`src/sv/nst_pkg.sv`:
```
// ----------------------------------------------------------------------------
// nst_pkg
// Shared constants, codes and controller/datapath interface types for the
// named semaphore table unit.
// ----------------------------------------------------------------------------
package nst_pkg;

   // table geometry
   localparam int NUM_SEMS  = 16;
   localparam int NUM_PROCS = 32;
   localparam int KEY_BITS  = 16;

   localparam int IDX_W = (NUM_SEMS > 1) ? $clog2(NUM_SEMS) : 1;
   localparam int PID_W = $clog2(NUM_PROCS);

   // port field widths
   localparam int OPCODE_W     = 3;
   localparam int SEM_KEY_W    = 16;
   localparam int CALLER_PID_W = 5;
   localparam int COUNT_W      = 32;
   localparam int STATUS_W     = 3;

   typedef enum logic [OPCODE_W-1:0] {
      OP_OPEN   = 3'd0,
      OP_WAIT   = 3'd1,
      OP_POST   = 3'd2,
      OP_CLOSE  = 3'd3,
      OP_DELETE = 3'd4
   } opcode_type;

   typedef enum logic [STATUS_W-1:0] {
      ST_OK         = 3'd0,
      ST_CREATED    = 3'd1,
      ST_NOT_FOUND  = 3'd2,
      ST_NOT_MEMBER = 3'd3,
      ST_TABLE_FULL = 3'd4
   } status_type;

   // entry update selected by the controller during execute
   typedef enum logic [3:0] {
      ACT_NONE,
      ACT_JOIN,
      ACT_CREATE,
      ACT_TAKE,
      ACT_ENQUEUE,
      ACT_HANDOFF,
      ACT_INCR,
      ACT_LEAVE,
      ACT_FREE
   } action_type;

   typedef struct packed {
      logic       load;
      logic       lookup;
      logic       execute;
      action_type action;
      status_type status;
   } nst_cmd_type;

   typedef struct packed {
      logic [OPCODE_W-1:0] opcode;
      logic                hit;
      logic                full;
      logic                count_zero;
      logic                is_member;
      logic                q_nonempty;
   } nst_stat_type;

   // process ids at or above NUM_PROCS wrap
   function automatic logic [PID_W-1:0] pid_reduce(input logic [CALLER_PID_W-1:0] p);
      pid_reduce = PID_W'(p % NUM_PROCS);
   endfunction

endpackage

```
`src/sv/nst_ctrl.sv`:
```
// ----------------------------------------------------------------------------
// nst_ctrl
// Request sequencer: accept, key match, execute. Decodes the opcode and the
// entry status into one entry update and the response status code.
// ----------------------------------------------------------------------------
module nst_ctrl import nst_pkg::*; (
   input  logic         clock,
   input  logic         reset,
   input  logic         start,
   output logic         busy,
   input  nst_stat_type stat,
   output nst_cmd_type  cmd
);

   typedef enum logic [1:0] {
      S_IDLE,
      S_MATCH,
      S_EXEC
   } state_type;

   state_type  state_ff;
   state_type  state_in;
   logic       busy_ff;
   logic       accept;
   action_type action;
   status_type status;

   assign busy   = busy_ff;
   assign accept = start && !busy_ff;

   always_comb begin
      state_in = state_ff;
      case (state_ff)
         S_IDLE:  state_in = accept ? S_MATCH : S_IDLE;
         S_MATCH: state_in = S_EXEC;
         S_EXEC:  state_in = accept ? S_MATCH : S_IDLE;
         default: state_in = S_IDLE;
      endcase
   end

   always_ff @(posedge clock) begin
      if (reset) begin
         state_ff <= S_IDLE;
         busy_ff  <= 1'b0;
      end else begin
         state_ff <= state_in;
         busy_ff  <= (state_in == S_MATCH);
      end
   end

   // operation decode, meaningful in the execute cycle
   always_comb begin
      action = ACT_NONE;
      status = ST_OK;
      case (stat.opcode)
         OP_OPEN: begin
            if (stat.hit) begin
               action = ACT_JOIN;
            end else if (stat.full) begin
               status = ST_TABLE_FULL;
            end else begin
               action = ACT_CREATE;
               status = ST_CREATED;
            end
         end
         OP_WAIT: begin
            if (!stat.hit)
               status = ST_NOT_FOUND;
            else
               action = stat.count_zero ? ACT_ENQUEUE : ACT_TAKE;
         end
         OP_POST: begin
            if (!stat.hit)
               status = ST_NOT_FOUND;
            else
               action = stat.q_nonempty ? ACT_HANDOFF : ACT_INCR;
         end
         OP_CLOSE: begin
            if (!stat.hit)
               status = ST_NOT_FOUND;
            else if (!stat.is_member)
               status = ST_NOT_MEMBER;
            else
               action = ACT_LEAVE;
         end
         OP_DELETE: begin
            if (!stat.hit)
               status = ST_NOT_FOUND;
            else
               action = ACT_FREE;
         end
         default: begin
            action = ACT_NONE;
            status = ST_OK;
         end
      endcase
   end

   always_comb begin
      cmd.load    = accept;
      cmd.lookup  = (state_ff == S_MATCH);
      cmd.execute = (state_ff == S_EXEC);
      cmd.action  = action;
      cmd.status  = status;
   end

endmodule

```
`src/sv/nst_dp.sv`:
```
// ----------------------------------------------------------------------------
// nst_dp
// Semaphore table storage, key match, entry read-modify-write and the
// response registers.
// ----------------------------------------------------------------------------
module nst_dp import nst_pkg::*; (
   input  logic                    clock,
   input  logic                    reset,
   input  nst_cmd_type             cmd,
   output nst_stat_type            stat,
   input  logic [OPCODE_W-1:0]     req_opcode,
   input  logic [SEM_KEY_W-1:0]    req_sem_key,
   input  logic [CALLER_PID_W-1:0] req_caller_pid,
   input  logic [COUNT_W-1:0]      req_init_count,
   output logic                    rsp_valid,
   output logic [STATUS_W-1:0]     rsp_status,
   output logic                    rsp_caller_blocks,
   output logic                    rsp_wake_valid,
   output logic [CALLER_PID_W-1:0] rsp_wake_pid
);

   // table
   logic [NUM_SEMS-1:0]  entry_valid_ff;
   logic [KEY_BITS-1:0]  entry_key_ff   [NUM_SEMS];
   logic [COUNT_W-1:0]   entry_count_ff [NUM_SEMS];
   logic [NUM_PROCS-1:0] member_map_ff  [NUM_SEMS];
   logic [PID_W-1:0]     waitq_head_ff  [NUM_SEMS];
   logic [PID_W-1:0]     waitq_tail_ff  [NUM_SEMS];
   logic [NUM_SEMS-1:0]  waitq_nonempty_ff;
   logic [PID_W-1:0]     next_waiter_ff [NUM_PROCS];

   // captured request
   logic [OPCODE_W-1:0] opcode_ff;
   logic [KEY_BITS-1:0] key_ff;
   logic [PID_W-1:0]    pid_ff;
   logic [COUNT_W-1:0]  init_ff;

   // match results
   logic [IDX_W-1:0] idx_ff;
   logic [IDX_W-1:0] idx_in;
   logic             hit_ff;
   logic             hit_in;
   logic             full_ff;
   logic             full_in;

   // response
   logic                    rsp_valid_ff;
   logic [STATUS_W-1:0]     rsp_status_ff;
   logic                    rsp_blocks_ff;
   logic                    rsp_wake_ff;
   logic [CALLER_PID_W-1:0] rsp_pid_ff;

   // selected entry
   logic [COUNT_W-1:0]   count_rd;
   logic [NUM_PROCS-1:0] member_rd;
   logic [PID_W-1:0]     head_rd;
   logic [PID_W-1:0]     tail_rd;
   logic                 nonempty_rd;
   logic [NUM_PROCS-1:0] pid_bit;
   logic [NUM_PROCS-1:0] member_left;

   always_ff @(posedge clock) begin
      if (cmd.load) begin
         opcode_ff <= req_opcode;
         key_ff    <= KEY_BITS'(req_sem_key);
         pid_ff    <= pid_reduce(req_caller_pid);
         init_ff   <= req_init_count;
      end
   end

   // key match and lowest free slot; lowest index wins
   always_comb begin
      idx_in  = '0;
      hit_in  = 1'b0;
      full_in = 1'b1;
      for (int i = NUM_SEMS - 1; i >= 0; i--) begin
         if (!entry_valid_ff[i]) begin
            full_in = 1'b0;
            if (!hit_in)
               idx_in = IDX_W'(i);
         end
      end
      for (int i = NUM_SEMS - 1; i >= 0; i--) begin
         if (entry_valid_ff[i] && entry_key_ff[i] == key_ff) begin
            hit_in = 1'b1;
            idx_in = IDX_W'(i);
         end
      end
   end

   always_ff @(posedge clock) begin
      if (cmd.lookup) begin
         idx_ff  <= idx_in;
         hit_ff  <= hit_in;
         full_ff <= full_in;
      end
   end

   assign count_rd    = entry_count_ff[idx_ff];
   assign member_rd   = member_map_ff[idx_ff];
   assign head_rd     = waitq_head_ff[idx_ff];
   assign tail_rd     = waitq_tail_ff[idx_ff];
   assign nonempty_rd = waitq_nonempty_ff[idx_ff];
   assign pid_bit     = NUM_PROCS'(1) << pid_ff;
   assign member_left = member_rd & ~pid_bit;

   always_comb begin
      stat.opcode     = opcode_ff;
      stat.hit        = hit_ff;
      stat.full       = full_ff;
      stat.count_zero = (count_rd == '0);
      stat.is_member  = member_rd[pid_ff];
      stat.q_nonempty = nonempty_rd;
   end

   always_ff @(posedge clock) begin
      if (reset) begin
         entry_valid_ff <= '0;
      end else if (cmd.execute) begin
         case (cmd.action)
            ACT_CREATE: entry_valid_ff[idx_ff] <= 1'b1;
            ACT_LEAVE:  if (member_left == '0) entry_valid_ff[idx_ff] <= 1'b0;
            ACT_FREE:   entry_valid_ff[idx_ff] <= 1'b0;
            default:    ;
         endcase
      end
   end

   always_ff @(posedge clock) begin
      if (cmd.execute) begin
         case (cmd.action)
            ACT_JOIN: member_map_ff[idx_ff] <= member_rd | pid_bit;
            ACT_CREATE: begin
               entry_key_ff[idx_ff]      <= key_ff;
               entry_count_ff[idx_ff]    <= init_ff;
               member_map_ff[idx_ff]     <= pid_bit;
               waitq_nonempty_ff[idx_ff] <= 1'b0;
            end
            ACT_TAKE: entry_count_ff[idx_ff] <= count_rd - COUNT_W'(1);
            ACT_ENQUEUE: begin
               if (nonempty_rd)
                  next_waiter_ff[tail_rd] <= pid_ff;
               else
                  waitq_head_ff[idx_ff] <= pid_ff;
               waitq_tail_ff[idx_ff]     <= pid_ff;
               waitq_nonempty_ff[idx_ff] <= 1'b1;
            end
            ACT_HANDOFF: begin
               if (head_rd == tail_rd)
                  waitq_nonempty_ff[idx_ff] <= 1'b0;
               else
                  waitq_head_ff[idx_ff] <= next_waiter_ff[head_rd];
            end
            ACT_INCR: begin
               if (count_rd != '1)
                  entry_count_ff[idx_ff] <= count_rd + COUNT_W'(1);
            end
            ACT_LEAVE: member_map_ff[idx_ff] <= member_left;
            default: ;
         endcase
      end
   end

   always_ff @(posedge clock) begin
      if (reset)
         rsp_valid_ff <= 1'b0;
      else
         rsp_valid_ff <= cmd.execute;
   end

   always_ff @(posedge clock) begin
      if (cmd.execute) begin
         rsp_status_ff <= cmd.status;
         rsp_blocks_ff <= (cmd.action == ACT_ENQUEUE);
         rsp_wake_ff   <= (cmd.action == ACT_HANDOFF);
         rsp_pid_ff    <= (cmd.action == ACT_HANDOFF) ? CALLER_PID_W'(head_rd) : '0;
      end
   end

   assign rsp_valid         = rsp_valid_ff;
   assign rsp_status        = rsp_status_ff;
   assign rsp_caller_blocks = rsp_blocks_ff;
   assign rsp_wake_valid    = rsp_wake_ff;
   assign rsp_wake_pid      = rsp_pid_ff;

endmodule

```
`src/sv/named_semaphore_table_unit.sv`:
```
// ----------------------------------------------------------------------------
// named_semaphore_table_unit
// Table of named counting semaphores with per-entry membership and a FIFO
// of blocked waiters; open, wait, post, close and delete requests.
// ----------------------------------------------------------------------------
// A request transfers at a rising edge with start high and busy low. It
// runs a key compare across all table entries, then a read-modify-write
// of the selected entry. busy is high only during the key compare, so
// the next request may transfer during the read-modify-write of the
// last one. The response is registered by that step and appears on
// rsp_valid for exactly one cycle; the receiver cannot stall it and must
// take it in that cycle. No clearing pass is needed after reset: only the
// entry valid bits are reset, and entry contents are written before use.
// ----------------------------------------------------------------------------
module named_semaphore_table_unit import nst_pkg::*; (
   input  logic                    clock,
   input  logic                    reset,
   // request
   input  logic                    start,
   output logic                    busy,
   input  logic [OPCODE_W-1:0]     req_opcode,
   input  logic [SEM_KEY_W-1:0]    req_sem_key,
   input  logic [CALLER_PID_W-1:0] req_caller_pid,
   input  logic [COUNT_W-1:0]      req_init_count,
   // response strobe and fields
   output logic                    rsp_valid,
   output logic [STATUS_W-1:0]     rsp_status,
   output logic                    rsp_caller_blocks,
   output logic                    rsp_wake_valid,
   output logic [CALLER_PID_W-1:0] rsp_wake_pid
);

   nst_cmd_type  cmd;   // controller -> datapath
   nst_stat_type stat;  // datapath -> controller

   // sequencing and opcode decode
   nst_ctrl u_ctrl (
      .clock (clock),
      .reset (reset),
      .start (start),
      .busy  (busy),
      .stat  (stat),
      .cmd   (cmd)
   );

   // table, key match, entry update, response registers
   nst_dp u_dp (
      .clock             (clock),
      .reset             (reset),
      .cmd               (cmd),
      .stat              (stat),
      .req_opcode        (req_opcode),
      .req_sem_key       (req_sem_key),
      .req_caller_pid    (req_caller_pid),
      .req_init_count    (req_init_count),
      .rsp_valid         (rsp_valid),
      .rsp_status        (rsp_status),
      .rsp_caller_blocks (rsp_caller_blocks),
      .rsp_wake_valid    (rsp_wake_valid),
      .rsp_wake_pid      (rsp_wake_pid)
   );

endmodule

```
`config.mk`:
```
export PLATFORM = sky130hd
export DESIGN_NAME = named_semaphore_table_unit
export DESIGN_NICKNAME = d
export VERILOG_FILES = /design/src/sv/nst_pkg.sv /design/src/sv/nst_ctrl.sv /design/src/sv/nst_dp.sv /design/src/sv/named_semaphore_table_unit.sv
export SDC_FILE = /design/constraint.sdc
export NUM_CORES = 2
export LEC_CHECK = 0
export CAP_MARGIN = 20
export CORE_MARGIN = 3
export CORE_UTILIZATION = 45
export CTS_CLUSTER_DIAMETER = 80
export CTS_CLUSTER_SIZE = 24
export DETAILED_ROUTE_END_ITERATION = 10
export DONT_BUFFER_PORTS = 1
export GPL_TIMING_DRIVEN = 1
export PLACE_DENSITY_LB_ADDON = 0.1
export SETUP_SLACK_MARGIN = 0.02
export SLEW_MARGIN = 0
export SYNTH_ARGS = -nofsm -noshare
export SYNTH_HDL_FRONTEND = slang
export SYNTH_SLANG_ARGS = --single-unit
```
`constraint.sdc`:
```
create_clock -name clock -period 7.4 [get_ports clock]
set_input_delay 1.48 -clock clock [delete_from_list [all_inputs] [get_ports clock]]
set_output_delay 1.48 -clock clock [all_outputs]
set_load 0.02 [all_outputs]
```
### Word-level counts from Yosys, hierarchy flattened

Memories as Yosys holds them, arrays and structs flattened.
Cells that the tools add are included.

* add/subtract/negate cells: 2
* shifts and indexed selects: 1
* reductions and logical operators: 34
* order comparisons: 3
* bitwise logic cells: 13
* multiplexer cells: 97
* equality and inequality tests: 35

Operator list (number)
* == test 16 bit: 16
* two-way mux 32 bit: 4
* two-way mux 4 bit: 29
* case mux 16 bit (3 select lines): 2
* logical NOT 32 bit: 2
* two-way mux 1 bit: 38
* adder 32 x 1 -> 32 bit, second input constant: 1
* AND 16 bit: 2
* AND 32 bit: 1
* two-way mux 16 bit: 2
* inequality test 32 bit, second input constant: 1
* NOT 32 bit: 1
* OR 16 bit: 2
* OR 32 bit: 1
* << shifter 1 x 5 -> 32 bit, first input constant: 1
* subtractor 32 x 1 -> 32 bit, second input constant: 1
* two-way mux 3 bit: 9
* case mux 4 bit (5 select lines): 1
* logical AND 1 bit: 18
* == test 4 x 3 -> 1 bit, second input constant: 4
* NOT 16 bit: 1
* AND reduction 15 bit: 1
* OR reduction 15 bit: 1
* two-way mux 2 bit: 6
* other kinds (29): 40

* bits in registers: 108
* bits of input ports: 59
* memories kept: 6
* bits in writable memories: 1600
* output and inout bits: 12

Memory list
* u_dp.entry_count_ff: depth 16, bits a word 32, rd ports 1, clocked after Yosys merged registers in 0, write ports 1, line nst_dp.sv:25 `logic [COUNT_W-1:0] entry_count_ff [NUM_SEMS];`
* u_dp.member_map_ff: depth 16, bits a word 32, rd ports 1, clocked after Yosys merged registers in 0, write ports 1, line nst_dp.sv:26 `logic [NUM_PROCS-1:0] member_map_ff [NUM_SEMS];`
* u_dp.entry_key_ff: depth 16, bits a word 16, rd ports 16, clocked after Yosys merged registers in 0, write ports 1, line nst_dp.sv:24 `logic [KEY_BITS-1:0] entry_key_ff [NUM_SEMS];`
* u_dp.next_waiter_ff: depth 32, bits a word 5, rd ports 1, clocked after Yosys merged registers in 0, write ports 1, line nst_dp.sv:30 `logic [PID_W-1:0] next_waiter_ff [NUM_PROCS];`
* u_dp.waitq_head_ff: depth 16, bits a word 5, rd ports 1, clocked after Yosys merged registers in 0, write ports 1, line nst_dp.sv:27 `logic [PID_W-1:0] waitq_head_ff [NUM_SEMS];`
* u_dp.waitq_tail_ff: depth 16, bits a word 5, rd ports 1, clocked after Yosys merged registers in 0, write ports 1, line nst_dp.sv:28 `logic [PID_W-1:0] waitq_tail_ff [NUM_SEMS];`

### Logic depth before layout (Yosys ltp)

* depth after elaboration: 31
* gate-level depth with buffers: 22
* depth with buffers taken out: 12

### Modules after synthesis

From an unflattened synthesis, not the netlist that was laid out.

* cell total of the unflattened synthesis: 3813
* area total of the unflattened synthesis: 70958.1 µm²

Modules (own cells, without submodules)
* nst_dp: area an instance 70669.0 µm², seq. area each 51028.9 µm², instances 1, cells each 3774
* nst_ctrl: area an instance 289.0 µm², seq. area each 60.1 µm², instances 1, cells each 39

### Worst setup path after synthesis

No wires, ideal clock.

* path kind: register to register
* start: register u_dp.idx_ff[1]
* end: memory u_dp.member_map_ff[6][0], enable pin
* data arrival time: 5.410 ns
* buffers on the path: 11
* cell stages (with the launch flop): 15
* setup slack: 1.529 ns
* period minus slack after synthesis: 5.871 ns
* cells stage by stage: edfxtp_1 buf_4 buf_2 buf_4 buf_4 buf_4 buf_2 buf_2 buf_2 buf_2 clkbuf_1 clkbuf_1 nor2b_1 nand2_1 nor3_1

* cells in the longest elaborated chain, start to end: 12
* elaborated cells between the ends (all ways): 28

RTL lines
* start, declared: line nst_dp.sv:39 `logic [IDX_W-1:0] idx_ff;`
* start signal, assigned: line nst_dp.sv:93 `idx_ff <= idx_in;`
* memory (16 x 32 bit)
* binary-select mux 1 bit (select 5 bit): line nst_dp.sv:112 `stat.is_member = member_rd[pid_ff];`
* two-way mux 1 bit (not written as such): line nst_dp.sv:112
* two-way mux 3 bit: line nst_ctrl.sv:81 `else if (!stat.is_member)`
* two-way mux 4 bit: line nst_ctrl.sv:79 `if (!stat.hit)`
* case mux 4 bit (5 select lines): line nst_ctrl.sv:55 `case (stat.opcode)`
* == test 4 x 1 -> 1 bit / == test 4 x 2 -> 1 bit (equally long branches): line nst_dp.sv:131 `case (cmd.action)`
* two-way mux 1 bit: line nst_dp.sv:131
* two-way mux 1 bit: line nst_dp.sv:130 `if (cmd.execute) begin`
* two-way mux 1 bit, on equally long branches: line nst_dp.sv:132, nst_dp.sv:136
* OR 1 bit (no line) (2 in series)
* end, declared: line nst_dp.sv:26

Parallel ways exist; a longest one is shown, timed or not. The select of a mux whose other input is x is not followed.

==> impl_metrics.json <==
{
  "netlist.area_leader.share_pct": 72.7,
  "finalPower_uw": 17600,
  "ant_nets": 0,
  "die_w_um": 400,
  "syn_area_per_cell_um2": 18.8,
  "cp.required_ns": 7.83,
  "gp_congestion": 0.906,
  "finalWorstPathRequiredPeriod_ns": 6.64,
  "dpl.cell_count": 5687,
  "drive_above_1_share_pct": 19.6,
  "peakVddDrop_mv": 0.195,
  "htree_levels": 3,
  "path_class": "flop to flop",
  "boundaryPins": 71,
  "dp_hpwl_um": 100000,
  "fin_nets": 3833,
  "setup_viol": 0,
  "track_usage_pct": 21.5,
  "dominantRegCellSynth": "edfxtp_1",
  "min_path_type": "flop to flop",
  "cpMostUsedCell": "mux4_2",
  "arrival_ns": 7.07,
  "post_cts_buffers": 0,
  "rsz0062_at_grt": "false",
  "layout.cells.non_filler": 5869,
  "wire_per_inst_um": 29.1,
  "finalClockSkew_ns": 0.0443,
  "drt_iter0_markers": 3888,
  "vias": 35094,
  "fin_area_mm2": 0.0760,
  "yosys_warnings": 0,
  "multiInputGateArea_mm2": 0.0178,
  "grt_pass1_vias": 35852,
  "endpoint_kind": "flop",
  "yosys.area.top_type": "edfxtp_1",
  "maxCapViolations": 0,
  "place_area_mm2": 0.0728,
  "ys_ff_latch": 1708,
  "die_area_mm2": 0.160,
  "hold_violations": 0,
  "slew_headroom_pct": 26.7,
  "final_cell_mix": "1,688 x edfxtp_1, 329 x mux4_2, 224 x xnor2_1",
  "grt_antenna_before_repair": 6,
  "critical_path_buf_inv_count": 3,
  "numCtsBuffers": 98,
  "gr-total-overflow": 0,
  "post_cts_resized": 0,
  "grt_pass1_wl_um": 251000,
  "dr.pass1.iters": 5,
  "hold_ws_ns": 0.524,
  "syn_inst": 3709,
  "totalNegativeSetupSlack_ns": 0,
  "fmax_mhz": 151,
  "outcome": "completed",
  "die_h_um": 400,
  "syn_to_final_growth_pct": 8.99,
  "placement.io_buffers": 0,
  "synth.distinct_cells": 87,
  "clock_latency_ns": 0.75,
  "start_util_pct": 45.6,
  "synth_edf_count": 1688,
  "netlist_area_mm2": 0.0698,
  "finalCritPeriodShare_pct": 89.7,
  "clockBufferDepth": 3,
  "rows": 143,
  "grt_start_max_net_pins": 101,
  "final_max_slew_viol_count": 0,
  "crit_family": "simple AND/OR/NAND/NOR gates",
  "routed_via_density": 5.98,
  "seq_area_frac_synth_pct": 73.2,
  "drc_errors": 0,
  "power_density_mw_per_mm2": 231,
  "path_cells": "buf_12 -> mux4_2 -> mux4_2 -> inv_1 -> ha_1 -> or4b_1 -> or3_1 -> nor4b_1 -> buf_4 -> and4b_1 -> o211ai_2 -> nor2_1",
  "core_mm2": 0.153,
  "fillCellCount": 12390,
  "cp_slowest_cell": "and4b_1",
  "ctsHoldBuffers": 0,
  "clock-sinks": 1708,
  "worstMarginPinSlew_ns": 1.10,
  "cp_max_fo": 62,
  "layout_commonest_cell": "edfxtp_1",
  "syn_nets": 3770,
  "synth-async-reset-ratio_pct": 0,
  "cts_tree": "done",
  "startpoint_type": "flop",
  "seq_area_mm2": 0.0511,
  "cpPeakStageDelay_ns": 0.79,
  "ys_top_cells_by_area": "edfxtp_1 73%, mux4_2 11%, xnor2_1 2.8%",
  "clk_pin_slew_ns": 0.10,
  "leakage_uw": 0.0231,
  "wl_um": 171000,
  "root_buffer": "clkbuf_16"
}
[per-layer routing]
| layer | global-route usage (%) | vias to the layer above | wire [µm] |
|---|---|---|---|
| met5 | 0 | - | 19 |
| met4 | 4.53 | 4 | 2980 |
| met3 | 2.92 | 205 | 9280 |
| met2 | 35.1 | 1118 | 83200 |
| met1 | 31.0 | 18663 | 75100 |
| li1 | - | 15104 | - |
[cell type report]
class                      instances  share of cell area [%]
inverter                          17                  0.0839
timing repair buffer             166                    1.84
tap                             2030                    3.34
sequential                      1708                    67.2
multi-input combinational       1781                    23.4
clock inverter                    56                   0.852
clock buffer                     108                    3.30
antenna                            3                 0.00987
[power breakdown]
group          leakage, µW  internal [µW]  total, µW  switching [µW]
combinational      0.00623            319        905             586
clock              0.00154           2650       5950            3300
sequential          0.0153          10700      10700            36.3
[synth_stat cells, types with 8 or more instances]
library cell,instances
edfxtp_1,1688
mux4_2,329
nor2_1,224
xnor2_1,224
nand2_1,134
clkbuf_1,94
mux2i_1,78
nand4_1,55
a21oi_1,54
nand3_1,54
o21ai_0,52
buf_2,51
nor3_1,49
xor2_1,48
o22ai_1,40
a22oi_1,34
nor4_1,32
mux2_2,29
nor2b_1,28
a211oi_1,27
mux4_1,27
a22o_1,26
nand2b_1,24
and3_1,23
buf_1,21
dfxtp_1,20
or2_2,17
buf_4,16
inv_1,16
buf_6,14
or3_1,14
and2_1,13
o221ai_1,11
a221o_1,10
o32ai_1,10
a221oi_1,8
a31oi_1,8
[state kept, by name, summed over array words and instances, names as in the netlist, 4 cells and up, named ones only]
name and count:
u_dp.member_map_ff 512, u_dp.pid_ff 5, u_dp.waitq_tail_ff 80, u_dp.entry_key_ff 256
u_dp.next_waiter_ff 160, u_dp.idx_ff 4, u_dp.rsp_wake_pid 5, u_dp.key_ff 16
u_dp.waitq_head_ff 80, u_dp.init_ff 32, u_dp.entry_count_ff 512
[per-stage QoR]
step / setup slack [ns] / utilization (%)
floorplan: 1.53 / -
global placement: 0.814 / 47.5
detailed placement: 0.797 / 47.6
CTS: 0.742 / 49.6
global route: 0.482 / 49.7
finish: 0.762 / 49.7
[cell families (layout without fill, tap and decap cells)]
family                   count (synthesis)  in the layout  share of synthesized area (%)
buffers and inverters                  220            347                           1.66
multiplexers                           463            463                           13.2
adder cells (fa/ha/maj)                  2              2                         0.0359
AND/OR/NAND/NOR                        699            699                           4.90
XOR/XNOR                               272            272                           3.41
AO/OA/AOI/OAI                          345            345                           3.54
other                                    0              3                              0
flip-flops                            1708           1708                           73.2
[worst paths after layout]
check	depth (start not counted)	endpoint	start	slack, ns
max	12	flop	u_dp.idx_ff[0]	0.76
min	1	u_ctrl.state_ff[0]	u_ctrl.state_ff[0]	0.52
max reg2reg	12	flop	u_dp.idx_ff[0]	0.76
min reg2reg	1	u_ctrl.state_ff[0]	u_ctrl.state_ff[0]	0.52
(Power assumes the default switching activity.)
